### config.mk
export PLATFORM = sky130hd
export DESIGN_NAME = wfa_cal
export DESIGN_NICKNAME = d
export VERILOG_FILES = /design/src/hdl/wfa_pkg.sv /design/src/hdl/wfa_cal.sv
export SDC_FILE = /design/constraint.sdc
export NUM_CORES = 2
export LEC_CHECK = 0
export BUFFER_PORTS_ARGS = -buffer_cell sky130_fd_sc_hd__buf_2
export CAP_MARGIN = 0
export CORE_MARGIN = 1
export CORE_UTILIZATION = 61
export CTS_CLUSTER_SIZE = 8
export DETAILED_ROUTE_END_ITERATION = 7
export HOLD_SLACK_MARGIN = 0.12
export PLACE_DENSITY = 0.75
export SLEW_MARGIN = 10
export SYNTH_ARGS = -nofsm -noshare
export SYNTH_HDL_FRONTEND = slang
export SYNTH_SLANG_ARGS = --single-unit
### constraint.sdc
create_clock -name aclk -period 13.8 [get_ports aclk]
set_input_delay 0.69 -clock aclk [delete_from_list [all_inputs] [get_ports aclk]]
set_output_delay 0.69 -clock aclk [all_outputs]
set_load 0.01 [all_outputs]
### src/hdl/wfa_pkg.sv
`timescale 1ns / 1ps
// Shared types and constants for the waveform frame averager.
// Used by wfa_div, wfa_cal and waveform_frame_averager; depends on nothing.
package wfa_pkg;

    localparam int MAX_SAMPLES_DEF = 4096;

    // field widths
    localparam int SAMPLE_W = 16;
    localparam int POS_W    = 12;
    localparam int TIME_W   = 44;
    localparam int VAL_W    = 48;
    localparam int RSUM_W   = 48;
    localparam int WSUM_W   = 32;
    localparam int FCNT_W   = 32;
    localparam int WCNT_W   = 16;
    localparam int FLEN_W   = 13;
    localparam int CFG_W    = 32;
    localparam int CFG_IDX_W = 3;
    localparam int TDATA_W  = POS_W + TIME_W + 3 * VAL_W;

    // register indexes
    localparam logic [CFG_IDX_W-1:0] CFG_FRAME_LENGTH  = 3'd0;
    localparam logic [CFG_IDX_W-1:0] CFG_WINDOW_FRAMES = 3'd1;
    localparam logic [CFG_IDX_W-1:0] CFG_TIME_OFFSET   = 3'd2;
    localparam logic [CFG_IDX_W-1:0] CFG_TIME_STEP     = 3'd3;
    localparam logic [CFG_IDX_W-1:0] CFG_VOLT_GAIN     = 3'd4;
    localparam logic [CFG_IDX_W-1:0] CFG_VOLT_OFFSET   = 3'd5;

    // register reset values
    localparam logic [FLEN_W-1:0] FRAME_LENGTH_RST  = 13'd4096;
    localparam logic [WCNT_W-1:0] WINDOW_FRAMES_RST = 16'd1;
    localparam logic [CFG_W-1:0]  TIME_OFFSET_RST   = 32'd0;
    localparam logic [CFG_W-1:0]  TIME_STEP_RST     = 32'd65536;
    localparam logic [CFG_W-1:0]  VOLT_GAIN_RST     = 32'd16777216;
    localparam logic [CFG_W-1:0]  VOLT_OFFSET_RST   = 32'd0;

    typedef enum logic [2:0] {
        ST_CLEAR,
        ST_IDLE,
        ST_RMW,
        ST_DIV,
        ST_CAL,
        ST_DONE
    } state_t;

endpackage

### src/hdl/wfa_cal.sv
`timescale 1ns / 1ps
// Calibration: unsigned Q16.16 value times Q8.24 gain, rounded, plus offset.
// Product is registered on load; the rest is combinational. Depends on wfa_pkg.
module wfa_cal (
    input  logic                              aclk,
    input  logic                              load,
    input  logic [31:0]                       q16,
    input  logic signed [wfa_pkg::CFG_W-1:0]  gain,
    input  logic signed [wfa_pkg::CFG_W-1:0]  offset,
    output logic signed [wfa_pkg::VAL_W-1:0]  result
);

    logic [31:0]        mag;
    logic [63:0]        prod_reg;
    logic               neg_reg;
    logic [63:0]        rnd;
    logic signed [41:0] mag_r, signed_r, res;

    assign mag = gain[31] ? (~gain + 32'd1) : gain;

    always_ff @(posedge aclk) begin
        if (load) begin
            prod_reg <= {32'h0000_0000, q16} * {32'h0000_0000, mag};
            neg_reg  <= gain[31];
        end
    end

    // round half away from zero: round the magnitude, then apply sign
    assign rnd      = prod_reg + 64'h0000_0000_0080_0000;
    assign mag_r    = {2'b00, rnd[63:24]};
    assign signed_r = neg_reg ? -mag_r : mag_r;
    assign res      = signed_r + 42'(offset);
    assign result   = 48'(res);

endmodule

# Word-level counts from Yosys, hierarchy flattened
# Cells that the tools add are included.
# op_classes
n_addsub,4
multipliers,1
n_div,0
n_lt_le_gt_ge,0
n_eq_ne,0
n_shift,0
n_mux,2
bitwise,1
reduce_logical,0
# ops
operator,count
"64-bit by 24-bit adder with 64-bit output, second input constant",1
32-bit by 32-bit multiplier with 64-bit output,1
42-bit by 32-bit adder with 42-bit output,1
42-bit 2-to-1 mux,1
40-bit negation with 42-bit output,1
"32-bit by 1-bit adder with 32-bit output, second input constant",1
32-bit 2-to-1 mux,1
32-bit inverter,1
# totals
register_bits,65
latch_bits,0
mem_bits_rw,0
romBits,0
input_bits,98
n_memories,0

# Logic depth before layout (Yosys ltp)
# logic_depth
word_depth,4
mapped_depth,36
ltp_nobuf,33

# Worst setup path before layout
# Ideal clock, no wire load.
# synth_path
path_type,input to register
from,input port gain[2] in the netlist's numbering
to,"register prod_reg[57], data pin"
setup_time_ps,265
arrival_time_ps,10068
t_required_ps,13535
setup_slack_ps,3467
path_stages,33
n_path_buf,3
path_cell_list,or4_4 > or4_4 > or3_4 > or4b_1 > buf_2 > nor3_4 > nand2_2 > o41ai_2 > xnor2_1 > clkbuf_1 > nand2_1 > fa_1 > inv_1 > fa_1 > inv_1 > fa_1 > inv_1 > fa_1 > fa_1 > fa_1 > fa_1 > fa_1 > ha_1 > clkbuf_1 > a21oi_1 > o211ai_1 > a221oi_1 > o21bai_1 > inv_1 > a2111o_1 > a2111oi_0 > or3_1 > xor2_1
# synth_via
elab_chain_cells,4
# synth_rtl
item,line_no,text
start: declaration,wfa_cal.sv:8,"input logic signed [wfa_pkg::CFG_W-1:0] gain,"
32-bit inverter,wfa_cal.sv:19,assign mag = gain[31] ? (~gain + 32'd1) : gain;
32-bit by 1-bit adder with 32-bit output,wfa_cal.sv:19,
32-bit 2-to-1 mux *,wfa_cal.sv:19,
32-bit by 32-bit multiplier with 64-bit output *,wfa_cal.sv:23,"prod_reg <= {32'h0000_0000, q16} * {32'h0000_0000, mag};"
end signal: assignment,wfa_cal.sv:23,
end: declaration,wfa_cal.sv:14,logic [63:0] prod_reg;
# Every way passes the cells marked *; elsewhere a longest branch is shown, timed or not.
# A chain may end at the register's enable or synchronous reset.

# Worst setup path in the final report
# layout_path
from,input port gain[2] in the netlist's numbering
to,"register prod_reg[62], data pin"
# The elaborated chain is that of the path after synthesis.

==> summary.md <==
| Metric | Value |
|---|---|
| Status | finished clean |
| Type of the worst setup path | input pin to flop |
| Total GRT Usage | 33.2% |
| Gate Count Post-Synth | 4518 |
| Worst-Margin Slew | 1.03 ns |
| CTS Buf Count | 5 |
| Proportion of layout cells with a drive suffix above 1 | 5.43% |
| Fin crit period | 11.12 ns |
| CTS sink count | 42 |
| Final Net Count | 5754 |
| Min-Delay Path Class | input pin to flop |
| Setup TNS | 0 ns |
| Crit start category | input pin |
| Worst-path clk slew | 0.06 ns |
| Worst EP arrival | 11.24 ns |
| Max-cap violations | 0 |
| Crit Path Max Fanout | 32 |
| CTS-repair resized insts | 0 |
| Vias after detailed routing | 30.6k |
| Element type at the critical path end | flop |
| Sequential area share after synthesis | 3.21% |
| GP Congestion | 0.929 |
| Hold path start | gain[31] |
| DRT antenna net count | 0 |
| Synth Net Count | 5816 |
| Largest net degree at the start of global routing | 43 |
| Vias in the first global route | 32.0k |
| Wire per inst | 19.9 µm |
| Max Buffers Root-to-Sink | 2 |
| Worst stage delay on the critical path | 0.78 ns |
| Starting DRT DRC Count | 2346 |
| # rows | 92 |
| Antenna violations before repair | 1 |
| Yosys warning count | 0 |
| Die W | 256 µm |
| First-pass GRT wire length | 171000 µm |
| DP Wirelength | 81200 µm |
| H-tree depth | 2 |
| Non-filler cells, final | 5304 |
| Hold_buf cts | 0 |
| Main synth FF type | edfxtp_1 |
| Port Buffers | 145 |
| Post-synth EDFFs | 42 |
| Die Height | 256 µm |
| Count of different cell masters after synthesis | 77 |
| Drt first pass iters | 5 |
| Slew Limit Fails | 0 |
| Slew HR | 31.3% |
| Flops & latches, synth | 42 |
| Final wirelength | 105000 µm |
| Avg Synthesized Cell Area | 8.69 µm² |
| CTS tree | done |
| Crit path required time | 13.92 ns |
| Cell Area, Synth | 39300 µm² |
| DR DRC count | 0 |
| Vias per cell | 5.77 |
| Fin. Hold Viols | 0 |
| Crit path top cell by count | fa_1 |
| Setup violations, final | 0 |
| Placed cell count | 5295 |
| GRT overflow | 0 |
| Core Box Area | 63300 µm² |
| Critical Path Start | gain[2] |
| Post-CTS Repair Setup Buffers | 0 |
| Initial Utilization | 62.0% |
| CP max stage cell | a2111oi_0 |
| Die ar. | 65400 µm² |
| Final worst path period share | 80.6% |
| Post-synth ARST share | 0% |
| Layout area overhead | 3.80% |
| Max Freq | 89.9 MHz |
| IO Pins | 146 |
| Clk root buf | clkbuf_16 |
| RSZ-0062 raised after global routing | false |
| Max reg flops | 41 |
metrics by stage:
step	utilization (%)	setup slack [ns]	area, µm²	hold slack [ns]
5_1_grt	64.4	1.95	40700	1.05
2_1_floorplan	-	3.47	39300	0.789
3_5_place_dp	64.1	2.38	40600	1.34
3_3_place_gp	64.1	2.51	40600	1.34
4_1_cts	64.4	2.67	40700	1.04
6_report	64.4	2.68	40800	1.05
cell families (layout without fill, tap and decap cells):
group | after synthesis | count (layout) | synth area share [%]
XOR/XNOR | 176 | 176 | 3.93
multiplexers | 9 | 9 | 0.233
AND/OR/NAND/NOR | 1470 | 1470 | 18.8
flip-flops | 42 | 42 | 3.21
adder cells (fa/ha/maj) | 1200 | 1200 | 55.4
buffers and inverters | 1214 | 1153 | 11.7
other | 0 | 1 | 0
AO/OA/AOI/OAI | 407 | 407 | 6.78
worst paths after layout:
path              cells past startpoint  slack, ns            to
setup / recovery                     32       2.68  prod_reg[62]
hold / removal                        1       1.05       neg_reg
Yosys cell counts (all sizes together), types with 25 or more instances:
cell / instances / share of area (%)
nand2: 640 / 6.1
nand3: 44 / 0.56
fa: 896 / 46
nor2b: 48 / 0.76
a21oi: 108 / 1.4
edfxtp: 42 / 3.2
clkbuf: 237 / 2.3
xnor2: 129 / 2.9
nor3: 43 / 0.59
nand4: 39 / 0.62
xor2: 47 / 1.0
a21o: 68 / 1.3
nor2: 90 / 0.86
ha: 304 / 9.7
and2: 456 / 7.3
o21ai: 87 / 1.1
inv: 965 / 9.2
nor4: 25 / 0.40
per-layer routing:
layer  track usage [%]  routed length, µm
met5                 0                  6
met4              12.5               4470
met3              4.73               9150
met2              54.0              49900
met1              45.4              41800
cells in the final DEF, fill, tap and decap left out, types with 7 or more instances in the layout:
cell,instances
nor2b_1,48
edfxtp_1,42
nor2_1,90
nand4_1,39
and3_1,15
nand2b_1,11
o21ai_0,86
mux2i_1,7
a211oi_1,10
fa_1,896
nand3_1,44
buf_2,145
nand2_1,639
xnor2_1,101
a31oi_1,19
inv_1,965
o21a_1,10
a21o_1,68
ha_1,304
xnor2_2,28
o41ai_1,10
and4_1,12
buf_4,35
a21oi_1,108
or3_1,11
o31ai_1,19
o21bai_1,14
nor4_1,25
and2_1,455
xor2_1,46
nor3_1,40
critical path: cells and delay by family:
kind                       cells  cell delay [ns]
AOI/OAI and AO/OA              9             2.76
xor gates and xnor gates       1             0.15
adders and majority gates      9             4.33
buffers and inverters          6             0.79
and+or+nand+nor                7             2.50
area by class of cell:
class / instances / area [µm²]
multi-input cells: 3262 / 33600
diodes: 1 / 2.50
flip-flops and latches: 42 / 1260
inverters: 965 / 3620
clock inverters: 3 / 43.8
fillers: 5360 / 22600
repair buffers: 180 / 988
well taps: 846 / 1060
clock buffers: 5 / 125
Power is left out: the tool's default activity adds up to more than one toggle a clock period on the data nets, which glitch-free logic cannot reach.
