--- config.mk ---
export PLATFORM = sky130hd
export DESIGN_NAME = wfa_div
export DESIGN_NICKNAME = d
export VERILOG_FILES = /design/src/hdl/wfa_pkg.sv /design/src/hdl/wfa_div.sv
export SDC_FILE = /design/constraint.sdc
export NUM_CORES = 1
export LEC_CHECK = 0
export ABC_AREA = 1
export ABC_CLOCK_PERIOD_IN_PS = 13370
export BUFFER_PORTS_ARGS = -buffer_cell sky130_fd_sc_hd__buf_2
export CAP_MARGIN = 0
export CORE_MARGIN = 1
export CORE_UTILIZATION = 66
export DETAILED_ROUTE_END_ITERATION = 7
export PLACE_DENSITY = 0.95
export SLEW_MARGIN = 15
export SYNTH_ARGS = -nofsm -noshare
export SYNTH_HDL_FRONTEND = slang
export SYNTH_SLANG_ARGS = --single-unit
--- constraint.sdc ---
create_clock -name aclk -period 13.37 [get_ports aclk]
set_clock_uncertainty 0.2 [all_clocks]
set_input_delay 4.011 -clock aclk [delete_from_list [all_inputs] [get_ports aclk]]
set_output_delay 4.011 -clock aclk [all_outputs]
set_load 0.02 [all_outputs]
--- src/hdl/wfa_pkg.sv ---
`timescale 1ns / 1ps
// Shared types and constants for the waveform frame averager.
// Used by wfa_div, wfa_cal and waveform_frame_averager; depends on nothing.
package wfa_pkg;

    localparam int MAX_SAMPLES_DEF = 4096;

    // field widths
    localparam int SAMPLE_W = 16;
    localparam int POS_W    = 12;
    localparam int TIME_W   = 44;
    localparam int VAL_W    = 48;
    localparam int RSUM_W   = 48;
    localparam int WSUM_W   = 32;
    localparam int FCNT_W   = 32;
    localparam int WCNT_W   = 16;
    localparam int FLEN_W   = 13;
    localparam int CFG_W    = 32;
    localparam int CFG_IDX_W = 3;
    localparam int TDATA_W  = POS_W + TIME_W + 3 * VAL_W;

    // register indexes
    localparam logic [CFG_IDX_W-1:0] CFG_FRAME_LENGTH  = 3'd0;
    localparam logic [CFG_IDX_W-1:0] CFG_WINDOW_FRAMES = 3'd1;
    localparam logic [CFG_IDX_W-1:0] CFG_TIME_OFFSET   = 3'd2;
    localparam logic [CFG_IDX_W-1:0] CFG_TIME_STEP     = 3'd3;
    localparam logic [CFG_IDX_W-1:0] CFG_VOLT_GAIN     = 3'd4;
    localparam logic [CFG_IDX_W-1:0] CFG_VOLT_OFFSET   = 3'd5;

    // register reset values
    localparam logic [FLEN_W-1:0] FRAME_LENGTH_RST  = 13'd4096;
    localparam logic [WCNT_W-1:0] WINDOW_FRAMES_RST = 16'd1;
    localparam logic [CFG_W-1:0]  TIME_OFFSET_RST   = 32'd0;
    localparam logic [CFG_W-1:0]  TIME_STEP_RST     = 32'd65536;
    localparam logic [CFG_W-1:0]  VOLT_GAIN_RST     = 32'd16777216;
    localparam logic [CFG_W-1:0]  VOLT_OFFSET_RST   = 32'd0;

    typedef enum logic [2:0] {
        ST_CLEAR,
        ST_IDLE,
        ST_RMW,
        ST_DIV,
        ST_CAL,
        ST_DONE
    } state_t;

endpackage

--- src/hdl/wfa_div.sv ---
`timescale 1ns / 1ps
// Bit-serial average unit: min((sum*2^16 + div/2) / div, 2^32-1), one quotient
// bit per cycle. Depends on wfa_pkg.
module wfa_div (
    input  logic                            aclk,
    input  logic                            aresetn,
    input  logic                            start,
    input  logic [wfa_pkg::RSUM_W-1:0]      sum,
    input  logic [wfa_pkg::FCNT_W-1:0]      divisor,
    output logic                            busy,
    output logic [wfa_pkg::FCNT_W-1:0]      quot
);

    logic [64:0] numer;
    logic [32:0] rem_step;
    logic        ge;
    logic [31:0] rem_reg, lo_reg, quot_reg, div_reg;
    logic        sat_reg, busy_reg;
    logic [4:0]  cnt_reg;

    // rounding term folded into the numerator
    assign numer    = {1'b0, sum, 16'h0000} + 65'(divisor >> 1);
    assign rem_step = {rem_reg, lo_reg[31]};
    assign ge       = rem_step >= {1'b0, div_reg};

    always_ff @(posedge aclk) begin
        if (!aresetn) begin
            busy_reg <= 1'b0;
            cnt_reg  <= '0;
        end else if (start) begin
            busy_reg <= 1'b1;
            cnt_reg  <= '0;
        end else if (busy_reg) begin
            cnt_reg <= cnt_reg + 5'd1;
            if (cnt_reg == 5'd31) begin
                busy_reg <= 1'b0;
            end
        end
    end

    always_ff @(posedge aclk) begin
        if (start) begin
            div_reg  <= divisor;
            sat_reg  <= numer[64:32] >= {1'b0, divisor};
            rem_reg  <= numer[63:32];
            lo_reg   <= numer[31:0];
            quot_reg <= '0;
        end else if (busy_reg) begin
            rem_reg  <= ge ? 32'(rem_step - {1'b0, div_reg}) : rem_step[31:0];
            lo_reg   <= {lo_reg[30:0], 1'b0};
            quot_reg <= {quot_reg[30:0], ge};
        end
    end

    assign busy = busy_reg;
    assign quot = sat_reg ? '1 : quot_reg;

endmodule

After elaboration in Yosys (flattened, before gate mapping)
Index checks and enable logic that the tools add are counted.
{"block": "word_totals", "regBits": 135, "in_bits": 83, "output_inout_bits": 33, "elab_cells": 25}
{"block": "op_classes", "add_sub_neg": 3, "order_cmp": 2, "n_eq_ne": 1, "muxes": 9, "bitwise": 1, "reduce_logical": 2}
{"operator": "32-bit two-way mux", "n": 6}
{"operator": "33-bit by 32-bit >= comparator with 1-bit output", "n": 2}
{"operator": "64-bit by 31-bit adder with 65-bit output", "n": 1}
{"operator": "32-bit subtractor", "n": 1}
{"operator": "5-bit by 1-bit adder with 5-bit output, second input constant", "n": 1}
{"operator": "5-bit == test, second input constant", "n": 1}
{"operator": "1-bit two-way mux", "n": 3}
{"operator": "2-bit nonzero test", "n": 1}
{"operator": "2-bit OR reduction", "n": 1}
{"operator": "1-bit inverter", "n": 1}

Longest topological paths before layout
{"block": "logic_depth", "word_depth": 4, "mapped_depth": 24, "mapped_depth_nobuf": 24}

Worst setup path after synthesis
No wires, ideal clock.
{"block": "synth_path", "kind": "input -> register", "start": "input start", "end": "register lo_reg[0] (enable)", "setup_time_ns": 0.454, "arrival_ns": 6.377, "t_required_ns": 12.716, "setup_slack_ns": 6.340, "cell_stages": 4, "path_buffers": 2, "path_cell_list": "clkbuf_1 -> nor2_1 -> clkinv_1 -> clkbuf_1"}
{"block": "synth_via", "elab_chain_cells": 1}
{"item": "start: declaration", "line": "wfa_div.sv:7", "source": "input logic start,"}
{"item": "2-bit nonzero test (no line)"}
{"item": "end signal: assignment", "line": "wfa_div.sv:46", "source": "lo_reg <= numer[31:0];"}
{"item": "end signal: assignment", "line": "wfa_div.sv:50", "source": "lo_reg <= {lo_reg[30:0], 1'b0};"}
{"item": "end: declaration", "line": "wfa_div.sv:17", "source": "logic [31:0] rem_reg, lo_reg, quot_reg, div_reg;"}
Every way passes these cells.
A chain may end at the register's enable or synchronous reset.

Worst setup path after layout
{"block": "layout_path", "start": "input divisor[17] in the netlist's numbering", "end": "register sat_reg (data pin)"}
{"block": "layout_via", "elab_chain_cells": 2}
{"item": "start: declaration", "line": "wfa_div.sv:9", "source": "input logic [wfa_pkg::FCNT_W-1:0] divisor,"}
{"item": "64-bit by 31-bit adder with 65-bit output", "line": "wfa_div.sv:22", "source": "assign numer = {1'b0, sum, 16'h0000} + 65'(divisor >> 1);"}
{"item": "33-bit by 32-bit >= comparator with 1-bit output *", "line": "wfa_div.sv:44", "source": "sat_reg <= numer[64:32] >= {1'b0, divisor};"}
{"item": "end signal: assignment", "line": "wfa_div.sv:44"}
{"item": "end: declaration", "line": "wfa_div.sv:18", "source": "logic sat_reg, busy_reg;"}
Mark *: on every way between the ends. The rest lies on a longest branch, timed or not.

==> results by group <==
STA
  • Final Hold Fails: 0
  • RSZ-0062 raised after global routing: no
  • Max-slew headroom: 26.29%
  • Pins Over Slew Limit: 0
  • Minimum clock period: 7.200 ns
  • Max Fclk: 138.9 MHz
  • Worst-Margin Slew: 1.103 ns
  • Final setup violation count: 0
  • Fin crit share: 53.85%
  • Setup TNS: 0 ns

Detailed routing
  • Final ANT Viol Nets: 0
  • First DRT Iteration DRCs: 1463
  • Via count: 11914
  • Drt drc: 0
  • Routed WL: 37.57 mm
  • Via/cell ratio: 5.939
  • Post-DR wirelength/cell: 18.73 um
  • First-pass iteration count of the detailed router: 7

Clock tree
  • Clock buffer depth: 2
  • CTS-repair resized insts: 0
  • Setup bufs post-CTS: 0
  • Clk sink count: 135
  • CTS Buf Count: 17
  • Root buffer cell: clkbuf_16
  • H-tree levels: 4
  • Worst-path clk slew: 0.07 ns
  • Hold buffer count at cts: 0
  • Worst-skew pair later-pin latency: 0.44 ns
  • TritonCTS clock tree: done

Synth
  • Post-synthesis sequential area ratio: 32.67%
  • Syn Nets: 1835
  • Post-synth cell types: 43
  • Yosys warnings: 0
  • Mapped Area: 11250 sq um
  • Avg Synthesized Cell Area: 6.738 sq um
  • #FFs+latches synth: 135
  • Syn Inst Count: 1669

Die
  • Core area: 16580 sq um
  • FP Rows: 47
  • Die area: 17570 sq um
  • Chip Height: 132.5 um
  • Starting Density: 67.81%
  • I/O Pins: 116
  • Die W: 132.5 um

GRT
  • Largest net degree at the start of global routing: 96
  • Global Route Usage Sum: 43.68%
  • Vias in the first global route: 11567
  • Initial antenna violation count: 0
  • Grt ovf: 0
  • First-pass GRT wire length: 59.09 mm

Critical path
  • Worst setup EP type: register
  • CP arrival: 7.31 ns
  • Startpoint Class: primary input
  • CP Data Required Time: 13.48 ns
  • WS Path Type: primary input to register
  • Critical path peak fanout: 6

Placed design
  • Routability cong.: 1.057
  • Dpl cell area: 11960 sq um
  • Port Buffers: 115
  • Detail Placement HPWL: 28.82 mm

Layout
  • Share of cells above drive strength 1: 9.798%
  • Number of diodes: 0
  • Area grow syn2layout: 11.53%
  • Final instance area: 12540 sq um
  • Final nets: 1939

Pwr
  • Lkg Pwr: 6.394 nW
  • Total Power: 1.646 mW
  • Peak supply drop: 0.1087 mV
  • PwrDens: 131.3 nW/um^2

Worst hold path
  • Min-delay worst type: register to register

Outcome
  • Status: complete, no violations

Flow run
  • Max_cap viols: 0
-- final cells by class --
| class | count | area (sq um) |
|---|---|---|
| Clock buffer | 17 | 425.4 |
| Clock inverter | 15 | 155.1 |
| Fill cell | 1253 | 4041 |
| Inverter | 313 | 1176 |
| Multi-Input combinational cell | 1188 | 6238 |
| Sequential cell | 135 | 3674 |
| Tap cell | 220 | 275.3 |
| Timing Repair Buffer | 118 | 598.1 |
-- worst paths after layout --
kind                from           to  slack, ns  cells after the start
min reg2reg   cnt_reg[4]   cnt_reg[4]       0.28                      2
min           cnt_reg[4]   cnt_reg[4]       0.28                      2
max reg2reg  div_reg[30]  rem_reg[26]       9.77                     11
max          divisor[17]      sat_reg       6.17                     20
-- Yosys cell counts --
cell	count	area, sq um
nor2_4	1	11.26
o21a_1	1	7.510
buf_2	7	35.03
or2_1	2	12.51
buf_6	3	33.78
a21o_1	6	45.04
a21oi_2	1	8.760
nand3_2	3	30.03
clkinv_1	1	3.750
nand4_1	27	168.9
and2_1	28	175.2
buf_4	1	7.510
clkbuf_1	19	71.32
o21ai_2	1	8.760
nand3_1	142	710.7
inv_1	311	1167
nor2_2	6	37.54
nor3_2	2	20.02
nand3b_1	41	307.8
and3_1	1	6.260
edfxtp_1	97	2913
dfxtp_1	38	760.7
nor3b_1	2	15.01
nand2_2	5	31.28
o21bai_1	6	45.04
buf_1	3	11.26
o21ai_1	3	15.01
xor2_1	5	43.79
nor4_1	4	25.02
nand2_1	519	1948
or2_2	2	12.51
o21ai_0	50	250.2
a31oi_1	4	25.02
fa_1	2	40.04
nand2_4	1	11.26
a211oi_1	1	7.510
a21oi_1	50	250.2
xnor2_1	25	219.0
o22ai_1	31	193.9
nor3_1	28	140.1
nor2_1	107	401.6
inv_2	1	3.750
ha_1	81	1013
-- worst max-delay path, cell delays in order --
cell	delay (ns)
buf_2	0.11
ha_1	0.17
inv_1	0.07
fa_1	0.44
o21ai_2	0.24
nand2_1	0.08
nand2_1	0.19
nand2_1	0.08
nand2_1	0.19
nand4_1	0.15
and2_1	0.22
ha_1	0.29
nand2_1	0.08
nor4_1	0.47
nand3_1	0.17
nor2_1	0.14
nor2_1	0.05
nand2_1	0.05
nor2_1	0.04
nand2_1	0.05
-- logic make-up (layout without fill, tap and decap cells) --
kind of cell             count (synthesis)  count (layout)  share of synthesized area (%)
AO/OA/AOI/OAI                          154             154                          7.621
XOR/XNOR                                30              30                          2.336
adder cells (fa/ha/maj)                 83              83                          9.368
buffers and inverters                  346             463                          11.86
flip-flops                             135             135                          32.67
AND/OR/NAND/NOR                        921             921                          36.15
-- metal layers --
layer | vias up | share of wire [%] | track usage (%)
met1 | 5389 | 38 | 53.81
met3 | 166 | 11 | 8.812
met4 | 0 | 5.9 | 24.52
li1 | 5572 | - | -
met2 | 787 | 46 | 71.64
met5 | - | 0 | 0
-- power by group --
group,switching [mW],internal (mW),total [mW]
logic,0.428,0.212,0.641
clock network,0.226,0.250,0.476
registers,0.0228,0.507,0.530
total,0.677,0.970,1.65
-- cell usage in the layout, fill, tap and decap left out, types with 3 or more instances in the layout --
master and n:
nor3_1 28, nand3_1 142, nand3_2 3, inv_8 6, a21oi_1 50, nand2_2 5
edfxtp_1 97, a21o_1 6, nand3b_1 41, o21ai_0 50, xnor2_1 25, ha_1 81
nand2_1 519, nor4_1 4, inv_6 3, and2_1 28, o21ai_1 3, nor2_1 107
o22ai_1 31, o21bai_1 6, dfxtp_1 38, a31oi_1 4, nor2_2 6, nand4_1 27
buf_4 3, xor2_1 5, inv_1 310, buf_2 115, clkbuf_16 17
-- through the flow --
step,std cells,utilization (%),setup WS (ns),hold slack [ns]
2_1_floorplan,1669,-,6.340,0.2453
3_3_place_gp,1974,72.13,5.958,0.2549
3_5_place_dp,1974,72.13,5.866,0.2619
4_1_cts,2006,75.63,6.258,0.2720
5_1_grt,2006,75.63,5.890,0.2947
6_report,2006,75.63,6.170,0.2760
(Power assumes the default switching activity.)
